**src/sv/kpsd_pkg.sv**
```systemverilog
// ----------------------------------------------------------------------------
// kpsd_pkg
// Shared types and constants for the keypad scan and debounce block.
// ----------------------------------------------------------------------------
package kpsd_pkg;

    localparam int TIMER_W      = 16;
    localparam int ROW_W        = 2;
    localparam int COL_W        = 2;
    localparam int DRIVE_W      = 4;
    localparam int ROW_SLOTS    = 4;
    localparam int CFG_IDX_W    = 1;
    localparam int IN_TDATA_W   = 8;
    localparam int IN_TUSER_W   = 1;
    localparam int OUT_TDATA_W  = 16;

    localparam logic [TIMER_W-1:0] COLUMN_PERIOD_RST   = 16'd10;
    localparam logic [TIMER_W-1:0] DEBOUNCE_PERIOD_RST = 16'd200;

    typedef enum logic [CFG_IDX_W-1:0] {
        CFG_COLUMN_PERIOD   = 1'b0,
        CFG_DEBOUNCE_PERIOD = 1'b1
    } t_cfg_index;

    typedef enum logic {
        OP_TICK = 1'b0,
        OP_EDGE = 1'b1
    } t_op;

    // first field in the highest bits
    typedef struct packed {
        logic               column_advanced;
        logic [DRIVE_W-1:0] column_drive;
        logic [COL_W-1:0]   key_column;
        logic [ROW_W-1:0]   key_row;
        logic               key_valid;
    } t_result;

    localparam int RESULT_W = $bits(t_result);

endpackage

```
**src/sv/kpsd_core.sv**
```systemverilog
// ----------------------------------------------------------------------------
// kpsd_core
// Scan and debounce state: column dwell counter, active column, per-row
// debounce timers and the configuration registers. Produces one result per
// accepted beat: key report from the old state, column drive from the new.
// ----------------------------------------------------------------------------
module kpsd_core #(
    parameter int ROW_COUNT    = 4,
    parameter int COLUMN_COUNT = 4
) (
    input  logic                                i_clk,
    input  logic                                i_rst_n,
    input  logic                                i_cfg_we,
    input  logic [kpsd_pkg::CFG_IDX_W-1:0]      i_cfg_index,
    input  logic [kpsd_pkg::TIMER_W-1:0]        i_cfg_data,
    input  logic                                i_accept,
    input  kpsd_pkg::t_op                       i_op,
    input  logic [kpsd_pkg::ROW_W-1:0]          i_row,
    output kpsd_pkg::t_result                   o_result
);
    import kpsd_pkg::*;

    // only rows 0..3 can be addressed by an edge beat
    localparam int NT = (ROW_COUNT < ROW_SLOTS) ? ROW_COUNT : ROW_SLOTS;
    localparam int CW = (COLUMN_COUNT > 1) ? $clog2(COLUMN_COUNT) : 1;
    localparam logic [CW-1:0] LAST_COL = CW'(COLUMN_COUNT - 1);

    logic [TIMER_W-1:0] r_col_period;
    logic [TIMER_W-1:0] r_deb_period;
    logic [CW-1:0]      r_column,  n_column;
    logic [TIMER_W-1:0] r_dwell,   n_dwell;
    logic [TIMER_W-1:0] r_timer    [NT];
    logic [TIMER_W-1:0] n_timer    [NT];

    logic [TIMER_W-1:0] period_eff;
    logic [TIMER_W:0]   dwell_inc;
    logic               wrap;
    logic               row_ok;
    logic               row_idle;
    logic [2:0]         col_old;
    logic [2:0]         col_new;

    always_comb begin
        period_eff = (r_col_period == '0) ? TIMER_W'(1) : r_col_period;
        dwell_inc  = {1'b0, r_dwell} + (TIMER_W+1)'(1);
        wrap       = (i_op == OP_TICK) && (dwell_inc >= {1'b0, period_eff});
        row_ok     = (int'(i_row) < ROW_COUNT);
        row_idle   = 1'b0;

        n_dwell  = r_dwell;
        n_column = r_column;
        if (i_op == OP_TICK) begin
            if (wrap) begin
                n_dwell  = '0;
                n_column = (r_column == LAST_COL) ? '0 : r_column + CW'(1);
            end else begin
                n_dwell  = dwell_inc[TIMER_W-1:0];
            end
        end

        for (int r = 0; r < NT; r++) begin
            n_timer[r] = r_timer[r];
            if (i_op == OP_TICK) begin
                if (r_timer[r] != '0) begin
                    n_timer[r] = r_timer[r] - TIMER_W'(1);
                end
            end else if (i_row == ROW_W'(r)) begin
                row_idle   = (r_timer[r] == '0);
                n_timer[r] = r_deb_period;
            end
        end

        col_old = 3'(r_column);
        col_new = 3'(n_column);

        o_result.key_valid       = (i_op == OP_EDGE) && row_ok && row_idle;
        o_result.key_row         = o_result.key_valid ? i_row : '0;
        o_result.key_column      = o_result.key_valid ? col_old[COL_W-1:0] : '0;
        o_result.column_drive    = col_new[2] ? '0 : DRIVE_W'(1) << col_new[1:0];
        o_result.column_advanced = wrap;
    end

    always_ff @(posedge i_clk) begin
        if (!i_rst_n) begin
            r_col_period <= COLUMN_PERIOD_RST;
            r_deb_period <= DEBOUNCE_PERIOD_RST;
        end else if (i_cfg_we) begin
            case (t_cfg_index'(i_cfg_index))
                CFG_COLUMN_PERIOD:   r_col_period <= i_cfg_data;
                CFG_DEBOUNCE_PERIOD: r_deb_period <= i_cfg_data;
                default: ;
            endcase
        end
    end

    always_ff @(posedge i_clk) begin
        if (!i_rst_n) begin
            r_column <= '0;
            r_dwell  <= '0;
            for (int r = 0; r < NT; r++) begin
                r_timer[r] <= '0;
            end
        end else if (i_accept) begin
            r_column <= n_column;
            r_dwell  <= n_dwell;
            for (int r = 0; r < NT; r++) begin
                r_timer[r] <= n_timer[r];
            end
        end
    end

endmodule

```
**src/sv/matrix_keypad_scan_debounce.sv**
```systemverilog
// ----------------------------------------------------------------------------
// matrix_keypad_scan_debounce
// Keypad matrix scanner with column dwell and per-row debounce.
// ----------------------------------------------------------------------------
// Input stream: one beat per event. tuser[0] is the kind (0 = 1 ms tick,
// 1 = rising edge on a row), tdata[1:0] the row of an edge.
// Output stream: exactly one beat per input beat, in order, with the key
// report, the one-hot column drive after the event and the advance flag.
// Configuration: i_cfg_we writes i_cfg_data to register i_cfg_index
// (0 = column period, 1 = debounce period) at the clock edge; the user must
// write only while idle, which the block does not enforce.
// Throughput: one beat per cycle while the skid register is empty; the state
// update and the result are one pass of logic into the output register.
// Stall: a skid register holds one more result, so a beat is still taken
// while the output waits; tready drops only when both are full.
// Reset (synchronous, active low): column 0, dwell zero, all row timers
// zero, periods 10 and 200, output empty.
// ----------------------------------------------------------------------------
module matrix_keypad_scan_debounce #(
    parameter int ROW_COUNT    = 4,
    parameter int COLUMN_COUNT = 4
) (
    input  logic                                i_clk,
    input  logic                                i_rst_n,
    input  logic                                i_cfg_we,
    input  logic [kpsd_pkg::CFG_IDX_W-1:0]      i_cfg_index,
    input  logic [kpsd_pkg::TIMER_W-1:0]        i_cfg_data,
    input  logic                                i_s_axis_tvalid,
    output logic                                o_s_axis_tready,
    // [1:0] row_index, rest zero
    input  logic [kpsd_pkg::IN_TDATA_W-1:0]     i_s_axis_tdata,
    // [0] op
    input  logic [kpsd_pkg::IN_TUSER_W-1:0]     i_s_axis_tuser,
    output logic                                o_m_axis_tvalid,
    input  logic                                i_m_axis_tready,
    // [0] key_valid, [2:1] key_row, [4:3] key_column, [8:5] column_drive,
    // [9] column_advanced, rest zero
    output logic [kpsd_pkg::OUT_TDATA_W-1:0]    o_m_axis_tdata
);
    import kpsd_pkg::*;

    logic    accept;
    logic    out_take;
    t_result result;

    logic    r_out_vld;
    t_result r_out;
    logic    r_skid_vld;
    t_result r_skid;

    assign o_s_axis_tready = !r_skid_vld;
    assign accept          = i_s_axis_tvalid && o_s_axis_tready;
    assign out_take        = r_out_vld && i_m_axis_tready;

    kpsd_core #(
        .ROW_COUNT    (ROW_COUNT),
        .COLUMN_COUNT (COLUMN_COUNT)
    ) u_core (
        .i_clk       (i_clk),
        .i_rst_n     (i_rst_n),
        .i_cfg_we    (i_cfg_we),
        .i_cfg_index (i_cfg_index),
        .i_cfg_data  (i_cfg_data),
        .i_accept    (accept),
        .i_op        (t_op'(i_s_axis_tuser[0])),
        .i_row       (i_s_axis_tdata[ROW_W-1:0]),
        .o_result    (result)
    );

    always_ff @(posedge i_clk) begin
        if (!i_rst_n) begin
            r_out_vld  <= 1'b0;
            r_skid_vld <= 1'b0;
        end else begin
            if (!r_out_vld || out_take) begin
                if (r_skid_vld) begin
                    r_out_vld  <= 1'b1;
                    r_skid_vld <= 1'b0;
                end else begin
                    r_out_vld  <= accept;
                end
            end else if (accept) begin
                r_skid_vld <= 1'b1;
            end
        end
    end

    always_ff @(posedge i_clk) begin
        if (!r_out_vld || out_take) begin
            r_out <= r_skid_vld ? r_skid : result;
        end
        if (accept && r_out_vld && !out_take) begin
            r_skid <= result;
        end
    end

    assign o_m_axis_tvalid = r_out_vld;
    assign o_m_axis_tdata  = {(OUT_TDATA_W-RESULT_W)'(0), r_out};

`ifndef ASSERT_OFF
    a_skid_behind_out: assert property (@(posedge i_clk) disable iff (!i_rst_n)
        r_skid_vld |-> r_out_vld)
        else $error("skid beat held with output empty");

    a_drive_onehot: assert property (@(posedge i_clk) disable iff (!i_rst_n)
        r_out_vld |-> $onehot0(r_out.column_drive))
        else $error("column drive not one-hot");

    a_key_not_tick: assert property (@(posedge i_clk) disable iff (!i_rst_n)
        (r_out_vld && r_out.key_valid) |-> !r_out.column_advanced)
        else $error("key report and column advance in one beat");

    a_stall_to_skid: assert property (@(posedge i_clk) disable iff (!i_rst_n)
        (accept && r_out_vld && !i_m_axis_tready) |=> r_skid_vld)
        else $error("beat taken during stall was not held");
`endif

endmodule

```
**config.mk**
```make
export PLATFORM = sky130hd
export DESIGN_NAME = matrix_keypad_scan_debounce
export DESIGN_NICKNAME = d
export VERILOG_FILES = /design/src/sv/kpsd_pkg.sv /design/src/sv/kpsd_core.sv /design/src/sv/matrix_keypad_scan_debounce.sv
export SDC_FILE = /design/constraint.sdc
export NUM_CORES = 1
export LEC_CHECK = 0
export ABC_AREA = 0
export BUFFER_PORTS_ARGS = -buffer_cell sky130_fd_sc_hd__buf_2
export CAP_MARGIN = 20
export CORE_UTILIZATION = 55
export CTS_CLUSTER_DIAMETER = 40
export CTS_CLUSTER_SIZE = 25
export DETAILED_ROUTE_END_ITERATION = 12
export PLACE_DENSITY_LB_ADDON = 0.1
export SLEW_MARGIN = 20
export SYNTH_ARGS = -nofsm -noshare
export SYNTH_HDL_FRONTEND = slang
export SYNTH_SLANG_ARGS = --single-unit
```
**constraint.sdc**
```tcl
create_clock -name i_clk -period 3.98 [get_ports i_clk]
set_input_delay 0.398 -clock i_clk [delete_from_list [all_inputs] [get_ports i_clk]]
set_output_delay 0.398 -clock i_clk [all_outputs]
set_load 0.02 [all_outputs]
```
After elaboration in Yosys (flattened, before gate mapping)
Memories as Yosys holds them, arrays and structs flattened.
Index checks and enable logic that the tools add are counted.
{"block": "op_classes", "mux": 37, "shift": 1, "addsub": 6, "bitwise": 7, "order_cmp": 1, "eq_ne": 4, "reduce_logical": 24}
{"op": "$mux W16", "n": 18}
{"op": "$logic_not A16 Y1", "n": 5}
{"op": "$reduce_bool A16 Y1", "n": 4}
{"op": "$sub A16 B1 Y16 const B", "n": 4}
{"op": "$add A16 B1 Y17 const B", "n": 1}
{"op": "$ge A17 B16 Y1", "n": 1}
{"op": "$mux W1", "n": 13}
{"op": "$mux W10", "n": 1}
{"op": "$mux W2", "n": 5}
{"op": "$eq A2 B2 Y1 const B", "n": 3}
{"op": "$logic_and A1 B1 Y1", "n": 6}
{"op": "$reduce_and A2 Y1", "n": 3}
{"op": "$or A1 B1 Y1", "n": 4}
{"op": "$shl A1 B2 Y4 const A", "n": 1}
{"op": "$logic_not A1 Y1", "n": 3}
{"op": "$not A1 Y1", "n": 3}
{"op": "$add A2 B1 Y2 const B", "n": 1}
{"op": "$eq A2 B1 Y1 const B", "n": 1}
{"op": "$logic_not A2 Y1", "n": 1}
{"op": "$reduce_or A2 Y1", "n": 1}
{"op": "$logic_or A1 B1 Y1", "n": 1}
{"block": "word_totals", "n_memories": 1, "mem_bits_rw": 64, "register_bits": 72}
{"memory": "u_core.r_timer", "depth": 4, "word_bits": 16, "rd": 4, "rd_ports_with_merged_regs": 0, "write_ports": 4, "line_no": "kpsd_core.sv:32", "text": "logic [TIMER_W-1:0] r_timer [NT];"}

Logic depth before layout (Yosys ltp)
Gate-level depths: netlist of run 1.
An unclocked memory read counts as a cell.
{"block": "logic_depth", "ltp_word": 13, "mapped_depth": 15, "ltp_nobuf": 13}

Cells and area by module
A second synthesis of run 1 with hierarchy kept.
{"block": "hier_totals", "hier_cells": 725, "hier_area_um2": 7135.6}
{"mod": "kpsd_core", "seq_area_each_um2": 2922.8, "n_inst": 1, "area_per_inst_um2": 6272.3, "cells_each": 678}
{"mod": "matrix_keypad_scan_debounce", "seq_area_each_um2": 640.6, "n_inst": 1, "area_per_inst_um2": 863.3, "cells_each": 47}

Worst setup path after synthesis of run 1
No wires, ideal clock.
{"block": "synth_path", "path_type": "reg2reg", "startpoint": "register u_core.r_dwell[0]", "endpoint": "register r_out, in the netlist o_m_axis_tdata[5], data pin", "path_slack_ns": 0.443, "arrival_ns": 3.277, "stages_incl_launch_ff": 15, "n_path_buf": 1, "t_required_ns": 3.720, "setup_ns": 0.260, "cell_sequence": "dfxtp_1 > nand3_1 > or2_2 > clkbuf_1 > nor3_1 > nand2_1 > xnor2_1 > ha_1 > nand4_1 > nor2_1 > a211oi_1 > a21oi_1 > o21bai_1 > mux2_2 > mux2_2"}
{"item": "from (decl)", "line_no": "kpsd_core.sv:31", "text": "logic [TIMER_W-1:0] r_dwell, n_dwell;"}
{"item": "from (signal assigned)", "line_no": "kpsd_core.sv:105", "text": "r_dwell <= n_dwell;"}
{"item": "to (signal assigned)", "line_no": "matrix_keypad_scan_debounce.sv:90", "text": "r_out <= r_skid_vld ? r_skid : result;"}
{"item": "to (decl)", "line_no": "matrix_keypad_scan_debounce.sv:47", "text": "t_result r_out;"}

==> impl_metrics.toml, run 1 <==
[setup_path]
worst_setup_path_start_kind = "flip-flop"
cpMostUsedCell = "mux2_2"
crit_chain = "nand3_1 -> or2_2 -> nor2_1 -> and3_1 -> xor2_2 -> ha_1 -> nand4_1 -> nor4_1 -> a211oi_1 -> a21oi_2 -> o21bai_4 -> mux2_2 -> mux2_2"
critPathMaxFanout = 6
required_ps = 4140
cpMaxStageDelayCell = "or2_2"
critPathTopFamily = "simple AND/OR/NAND/NOR gates"
arrival_ps = 3900
crit_cells = 13
r2r_slack_ps = 240
reg2reg_depth = 13
cp-end-kind = "flip-flop"
worstReg2RegEnd = "o_m_axis_tdata[6]$_DFFE_PP_"
rr_startpoint = "u_core.r_dwell[0]$_SDFFE_PN0P_"
path_class = "flip-flop to flip-flop"
worst-path-buf-inv = 0
slowest_delay_ps = 410

[global_routing]
met2_usage_pct = 39.11
grt_overflow = 0
grt_pass1_wl_um = 25460
grt_usage_pct = 24.94
grtUsageMet1_pct = 34.68
globalRouteMet3Util_pct = 5.219
grt_pass1_vias = 5182
antenna_found_initial = 0
grt-busiest-layer = "met2"
grt_max_degree = 65

[layout]
multi_input_area_mm2 = 0.003247
seqCellArea_mm2 = 0.003563
diodes = 0
nNetsFinal = 819
n_fill_cell = 1035
syn_to_final_growth_pct = 14.33
instances_no_fill = 947
layout-drive-gt1-share_pct = 13.61

[floorplanning]
boundaryPins = 49
fp.dieW_um = 114.8
start_util_pct = 57.25
die_y_um = 114.8
fp-row-count = 40
die_area_mm2 = 0.01317
core_area_mm2 = 0.01221

[placement]
finalWeightedCongestion = 0.8211
port_buffers = 36
placed_cells = 913
dpl.hpwl_um = 10660

[routing]
vias = 5416
drc_errors = 0
wl_per_cell_um = 15.93
via_per_inst = 5.719
firstDrtPassIters = 5
wl_um = 15080
ant_nets = 0
drt_iter0_drc = 410

[synthesis]
synth_most_common_cell = "nand2_1"
synth_ff_type = "edfxtp_1"
synth-async-reset-ratio_pct = 0
synth-seq-area-share_pct = 50.97
synth.top_cells.by_count = "nand2_1, edfxtp_1, o21ai_0"
synthAdderAreaFrac_pct = 3.937
netlist_area_mm2 = 0.006992
yosysWarnings = 0
avgSynthCellArea_um2 = 9.578
netlist_top_cells_area = "edfxtp_1, dfxtp_1, nand2_1, xnor2_1, o21ai_0"
synth_cell_types = 49
synth_top_family_by_area = "simple AND/OR/NAND/NOR gates"
synth_top_cell_area_share_pct = 36.08
synthXorXnorAreaFrac_pct = 8.518
synth_edf_count = 84
ys_seq_elements = 136
synth_compound_area_share_pct = 12.08
yosys.area_share.simple_pct = 18.41
syn_inst = 730
synthMuxAreaShare_pct = 2.201
yosysTopAreaCell = "edfxtp_1"

[clock_network]
cts_hold_buffers = 0
cts.sinks = 136
htree_num_levels = 4
clk_latency_ps = 410
numCtsBuffers = 17
cts.clk_slew.worst_paths_ps = 60
cts_tree = "built"
cts-root-buf = "clkbuf_16"
clockBufferDepth = 2

[pwr]
netSwitchingFraction_pct = 23.47
vdd_drop_max_mv = 0.2988
switchingPower_uw = 826.2
p_int_mw = 2.694
power_frac_seq_pct = 46.9
power_density_mw_per_mm2 = 440.3
leakage_nw = 2.954
clkPwrFrac_pct = 43.8
combPwrFrac_pct = 9.3

[sta]
finClkSkew_ps = 6.925
max_slew.worst_pin.slew_ps = 924.2
max_slew_margin_pct = 37.52
finalSetupViolCount = 0
holdWs_ps = 223.1
finalCriticalPeriod_ps = 3740
finalHoldViolCount = 0
fmax_ghz = 0.2674
slew_viol_final = 0
period_share_pct = 93.97

[hold_path]
hold_path_end = "u_core.r_deb_period[3]$_SDFFE_PN1P_"
hold_depth = 3
hold_class = "primary input to flip-flop"
min_from = "i_cfg_data[3]"

[run_status]
outcome = "finished clean"

[job]
cap_violations = 0
==> routing by layer <==
metal,wire [µm],vias to the layer above,share of wire (%)
met5,0,-,0
met4,170,0,1.1
met2,7004,153,46
met3,726,16,4.8
li1,-,2656,-
met1,7180,2591,48
==> per-stage QoR <==
| stage | util (%) | cell area [µm²] | power [mW] | TNS, ps | worst slack, ps |
|---|---|---|---|---|---|
| after floorplan | - | 7010 | 1.903 | 0 | 443.4 |
| after global placement | 59.95 | 7321 | 1.978 | -327.5 | -54.29 |
| after detailed placement | 59.97 | 7323 | 1.996 | 0 | 22.02 |
| after CTS | 64.90 | 7925 | 3.535 | 0 | 2.347 |
| after global routing | 65.46 | 7994 | 3.659 | -4.199 | -4.199 |
| final | 65.46 | 7994 | 3.520 | 0 | 240.1 |
==> timing repair <==
action / in CTS / in global routing
buffers inserted: 0 / 2
hold endpoints to repair: 0 / 0
resized for setup: 2 / 8
endpoints found under the setup margin: 1 / 19
pin swaps: 0 / 1
==> worst max path at each step <==
stage	from	to	slack (ps)
after floorplan	u_core.r_dwell[0]$_SDFFE_PN0P_	o_m_axis_tdata[5]$_DFFE_PP_	440
after global placement	u_core.r_dwell[0]$_SDFFE_PN0P_	u_core.r_dwell[4]$_SDFFE_PN0P_	-50
after detailed placement	u_core.r_dwell[0]$_SDFFE_PN0P_	o_m_axis_tdata[6]$_DFFE_PP_	20
after CTS	u_core.r_dwell[0]$_SDFFE_PN0P_	o_m_axis_tdata[6]$_DFFE_PP_	2
after global routing	u_core.r_dwell[0]$_SDFFE_PN0P_	o_m_axis_tdata[6]$_DFFE_PP_	-4
final	u_core.r_dwell[0]$_SDFFE_PN0P_	o_m_axis_tdata[6]$_DFFE_PP_	240
==> power groups by stage <==
stage	logic [mW]	registers [mW]	clock network, mW
2_1_floorplan	0.231	1.67	0
4_1_cts	0.323	1.65	1.56
5_1_grt	0.365	1.66	1.63
3_5_place_dp	0.318	1.68	0
3_3_place_gp	0.306	1.67	0
6_report	0.327	1.65	1.54
==> cells in the final DEF (no fill, tap or decap), types with 6 or more instances in the layout <==
| cell | count |
|---|---|
| a21oi_1 | 50 |
| o21ai_0 | 74 |
| clkbuf_16 | 18 |
| nor3_1 | 23 |
| mux2_2 | 11 |
| inv_1 | 28 |
| edfxtp_1 | 84 |
| ha_1 | 22 |
| nor4_1 | 13 |
| conb_1 | 6 |
| nand2b_1 | 6 |
| o22ai_1 | 6 |
| nand3_1 | 18 |
| nand4_1 | 6 |
| xor2_1 | 18 |
| buf_2 | 36 |
| dfxtp_1 | 52 |
| nor2_1 | 33 |
| and2_1 | 6 |
| or3_1 | 13 |
| xnor2_1 | 49 |
| or4_1 | 8 |
| nand2_1 | 116 |
| buf_4 | 13 |
==> registers in the layout, indices dropped and copies added, names as in the netlist <==
register,flops
u_core.r_column,2
u_core.r_timer,64
u_core.r_deb_period,16
o_m_axis_tdata,10
r_skid_vld,1
u_core.r_col_period,16
o_m_axis_tvalid,1
r_skid,10
u_core.r_dwell,16
==> logic make-up (layout without fill, tap and decap cells) <==
family | Yosys count | in the layout
compound gates | 155 | 155
xor+xnor | 68 | 68
fa+ha+maj | 22 | 22
buf+inv | 65 | 109
flops | 136 | 136
mux | 14 | 14
other cells | 1 | 6
simple gates | 269 | 269
==> area by class of cell <==
cell class,instances,area share [%]
sequential,136,44.58
multi-input combinational,534,40.62
clock buffer,26,6.636
timing repair buffer,49,3.475
tap,168,2.630
inverter,28,1.315
clock inverter,6,0.7513
==> worst min-delay path: stages <==
cell and delay, ps:
buf_2 90, nand2_1 50, nand3_1 70
Note: power is estimated with default switching activity, not from simulation.
==> inputs of run 2 (changes only) <==
Settings changed: SYNTH_HIERARCHICAL set to 1.
==> run 2 against run 1 <==
Maximum frequency rose by 2.6%. Area after synthesis up 2.1%. Worst hold slack gained 1.0 ps. Synthesized cell count shrank 0.68%. Count of clock-buffer cells in the layout down 3. Power is 2.3% lower. Clock power shrank 6%. Clock skew up 2.9 ps. Sequential share of layout area down 0.14 points. Critical path type unchanged. Largest cell class unchanged.
==> impl_metrics.toml, run 2 <==
[setup_path]
critPathMaxFanout = 9
required_ps = 4160
cp-end-kind = "flip-flop"
path_class = "flip-flop to flip-flop"
arrival_ps = 3820
worst_setup_path_start_kind = "flip-flop"

[placement]
finalWeightedCongestion = 0.8023
dpl.hpwl_um = 10820
place_ws_ps = 298.3
port_buffers = 36

[floorplanning]
boundaryPins = 49
fp.dieW_um = 115.9
start_util_pct = 56.54
fp-row-count = 41
die_area_mm2 = 0.01343
die_y_um = 115.9
core_area_mm2 = 0.01262

[layout]
top_register = "u_core/r_timer"
final_common_cell = "nand2_1"
syn_to_final_growth_pct = 12.38
n_fill_cell = 1068
layout-drive-gt1-share_pct = 13.65
largest_register_ff_count = 64
nNetsFinal = 809
fin_util_pct = 63.54
multi_input_area_mm2 = 0.003286
layout_common_cells = "nand2_1, edfxtp_1, a21oi_1"
seqCellArea_mm2 = 0.003563
diodes = 0

[synthesis]
synth_most_common_cell = "nand2_1"
synth-async-reset-ratio_pct = 0
ys_seq_elements = 136
yosysTopAreaCell = "edfxtp_1"
netlist_area_mm2 = 0.007136
synth_edf_count = 84
synth.top_cells.by_count = "nand2_1, edfxtp_1, a21oi_1"
avgSynthCellArea_um2 = 9.842
netlist_top_cells_area = "edfxtp_1, dfxtp_1, xnor2_1, nand2_1, a21oi_1"
synth-seq-area-share_pct = 49.94
yosysWarnings = 6
synth_ff_type = "edfxtp_1"
syn_inst = 725
synth_cell_types = 58
synth_top_cell_area_share_pct = 35.35

[sta]
period_share_pct = 91.58
finClkSkew_ps = 9.868
holdWs_ps = 224.1
finalCriticalPeriod_ps = 3645
max_slew_margin_pct = 30.37
slew_viol_final = 0
finalHoldViolCount = 0
rsz0062_at_grt = "false"
max_slew.worst_pin.slew_ps = 1042
setup_slack_ps = 335.1
fmax_ghz = 0.2744
finalSetupTns_ps = 0
finalSetupViolCount = 0

[global_routing]
antenna_found_initial = 0
grt_overflow = 0
grt_max_degree = 61
grt_pass1_vias = 4987
grt_usage_pct = 24.08
grt_pass1_wl_um = 24670

[routing]
drt_iter0_drc = 390
via_per_inst = 5.746
drc_errors = 0
firstDrtPassIters = 5
wl_per_cell_um = 16.00
vias = 5407
wl_um = 15060
ant_nets = 0

[clock_network]
cts-root-buf = "clkbuf_16"
numCtsBuffers = 17
htree_num_levels = 4
clockBufferDepth = 2
cts_tree = "built"
cts.sinks = 136
clk_latency_ps = 430
cts.clk_slew.worst_paths_ps = 60

[pwr]
clkPwrFrac_pct = 42.2
power_frac_seq_pct = 48.0
power_density_mw_per_mm2 = 429.0
vdd_drop_max_mv = 0.3117
switchingPower_uw = 854.6
leakage_nw = 2.976
p_int_mw = 2.585
p_total_mw = 3.440
combPwrFrac_pct = 9.8
netSwitchingFraction_pct = 24.84

[run_status]
outcome = "finished clean"

[hold_path]
hold_class = "primary input to flip-flop"

[job]
cap_violations = 0
-- run 2: cell types whose count changed after synthesis, sizes merged, moves of 4 or more --
cell,previous run,this run
nand2,116,99
a31oi,1,9
inv,28,34
o2bb2ai,0,4
xnor2,49,44
or3,13,9
nor3,25,20
nor2,35,39
o21ai,78,25
a21oi,51,59
nand3,18,22
a22o,0,5
a21boi,1,40
-- run 2: final timing paths --
kind                                              from                              endpoint  slack (ps)  cells past startpoint
setup / recovery        u_core/r_dwell[2]$_SDFFE_PN0P_           o_m_axis_tdata[5]$_DFFE_PP_         340                     12
hold / removal                           i_cfg_data[6]   u_core/r_deb_period[6]$_SDFFE_PN1P_         220                      3
setup reg to reg        u_core/r_dwell[2]$_SDFFE_PN0P_           o_m_axis_tdata[5]$_DFFE_PP_         340                     12
hold reg to reg   u_core/r_deb_period[14]$_SDFFE_PN0P_  u_core/r_deb_period[14]$_SDFFE_PN0P_         460                      2
-- run 2: area by class of cell --
type / count / area share (%)
multi-input cells: 519 / 40.97
clock inverters: 9 / 0.8426
clock buffers: 23 / 6.101
inverters: 34 / 1.592
repair buffers: 48 / 3.370
flip-flops and latches: 136 / 44.44
well taps: 172 / 2.684
-- run 2: critical path, cell delays in order (launching register included) --
cell and delay [ps]:
dfxtp_1 420, and3_1 200, and3_1 290, nand4_1 290
nor3_1 290, xor2_1 250, ha_1 280, and4_1 200
a31o_2 270, a211oi_4 310, buf_4 220, o41ai_1 100
mux2_2 270
-- run 2: metal layers --
| metal | track usage (%) | vias up | part of all wire [%] |
|---|---|---|---|
| met3 | 6.067 | 19 | 5.1 |
| met2 | 36.79 | 141 | 46 |
| met5 | 0 | - | 0 |
| met1 | 33.69 | 2596 | 48 |
| met4 | 7.436 | 0 | 1.3 |
| li1 | - | 2651 | - |
-- run 2: logic make-up after synthesis --
group                    synth area share (%)
AND/OR/NAND/NOR                         17.29
XOR/XNOR                                7.856
other                                 0.05255
AO/OA/AOI/OAI                           14.10
buffers and inverters                   4.454
adder cells (fa/ha/maj)                 3.858
flip-flops                              49.94
multiplexers                            2.455
-- run 2: repair_timing --
action | 4_1_cts | 5_1_grt
setup endpoints to repair | 0 | 3
resized for setup | 0 | 1
buffers inserted | 0 | 0
hold buffers | 0 | 0
-- run 2: power by group through the flow --
stage | clock network [mW] | logic, mW | registers (mW)
final | 1.45 | 0.336 | 1.65
after global routing | 1.55 | 0.374 | 1.66
after CTS | 1.48 | 0.334 | 1.65
after detailed placement | 0 | 0.331 | 1.68
after global placement | 0 | 0.321 | 1.67
after floorplan | 0 | 0.243 | 1.67
-- run 2: per-stage QoR --
step	instances	cell area (µm²)
floorplan	730	7154
global placement	909	7455
detailed placement	909	7455
CTS	941	8011
global route	941	8019
finish	941	8019
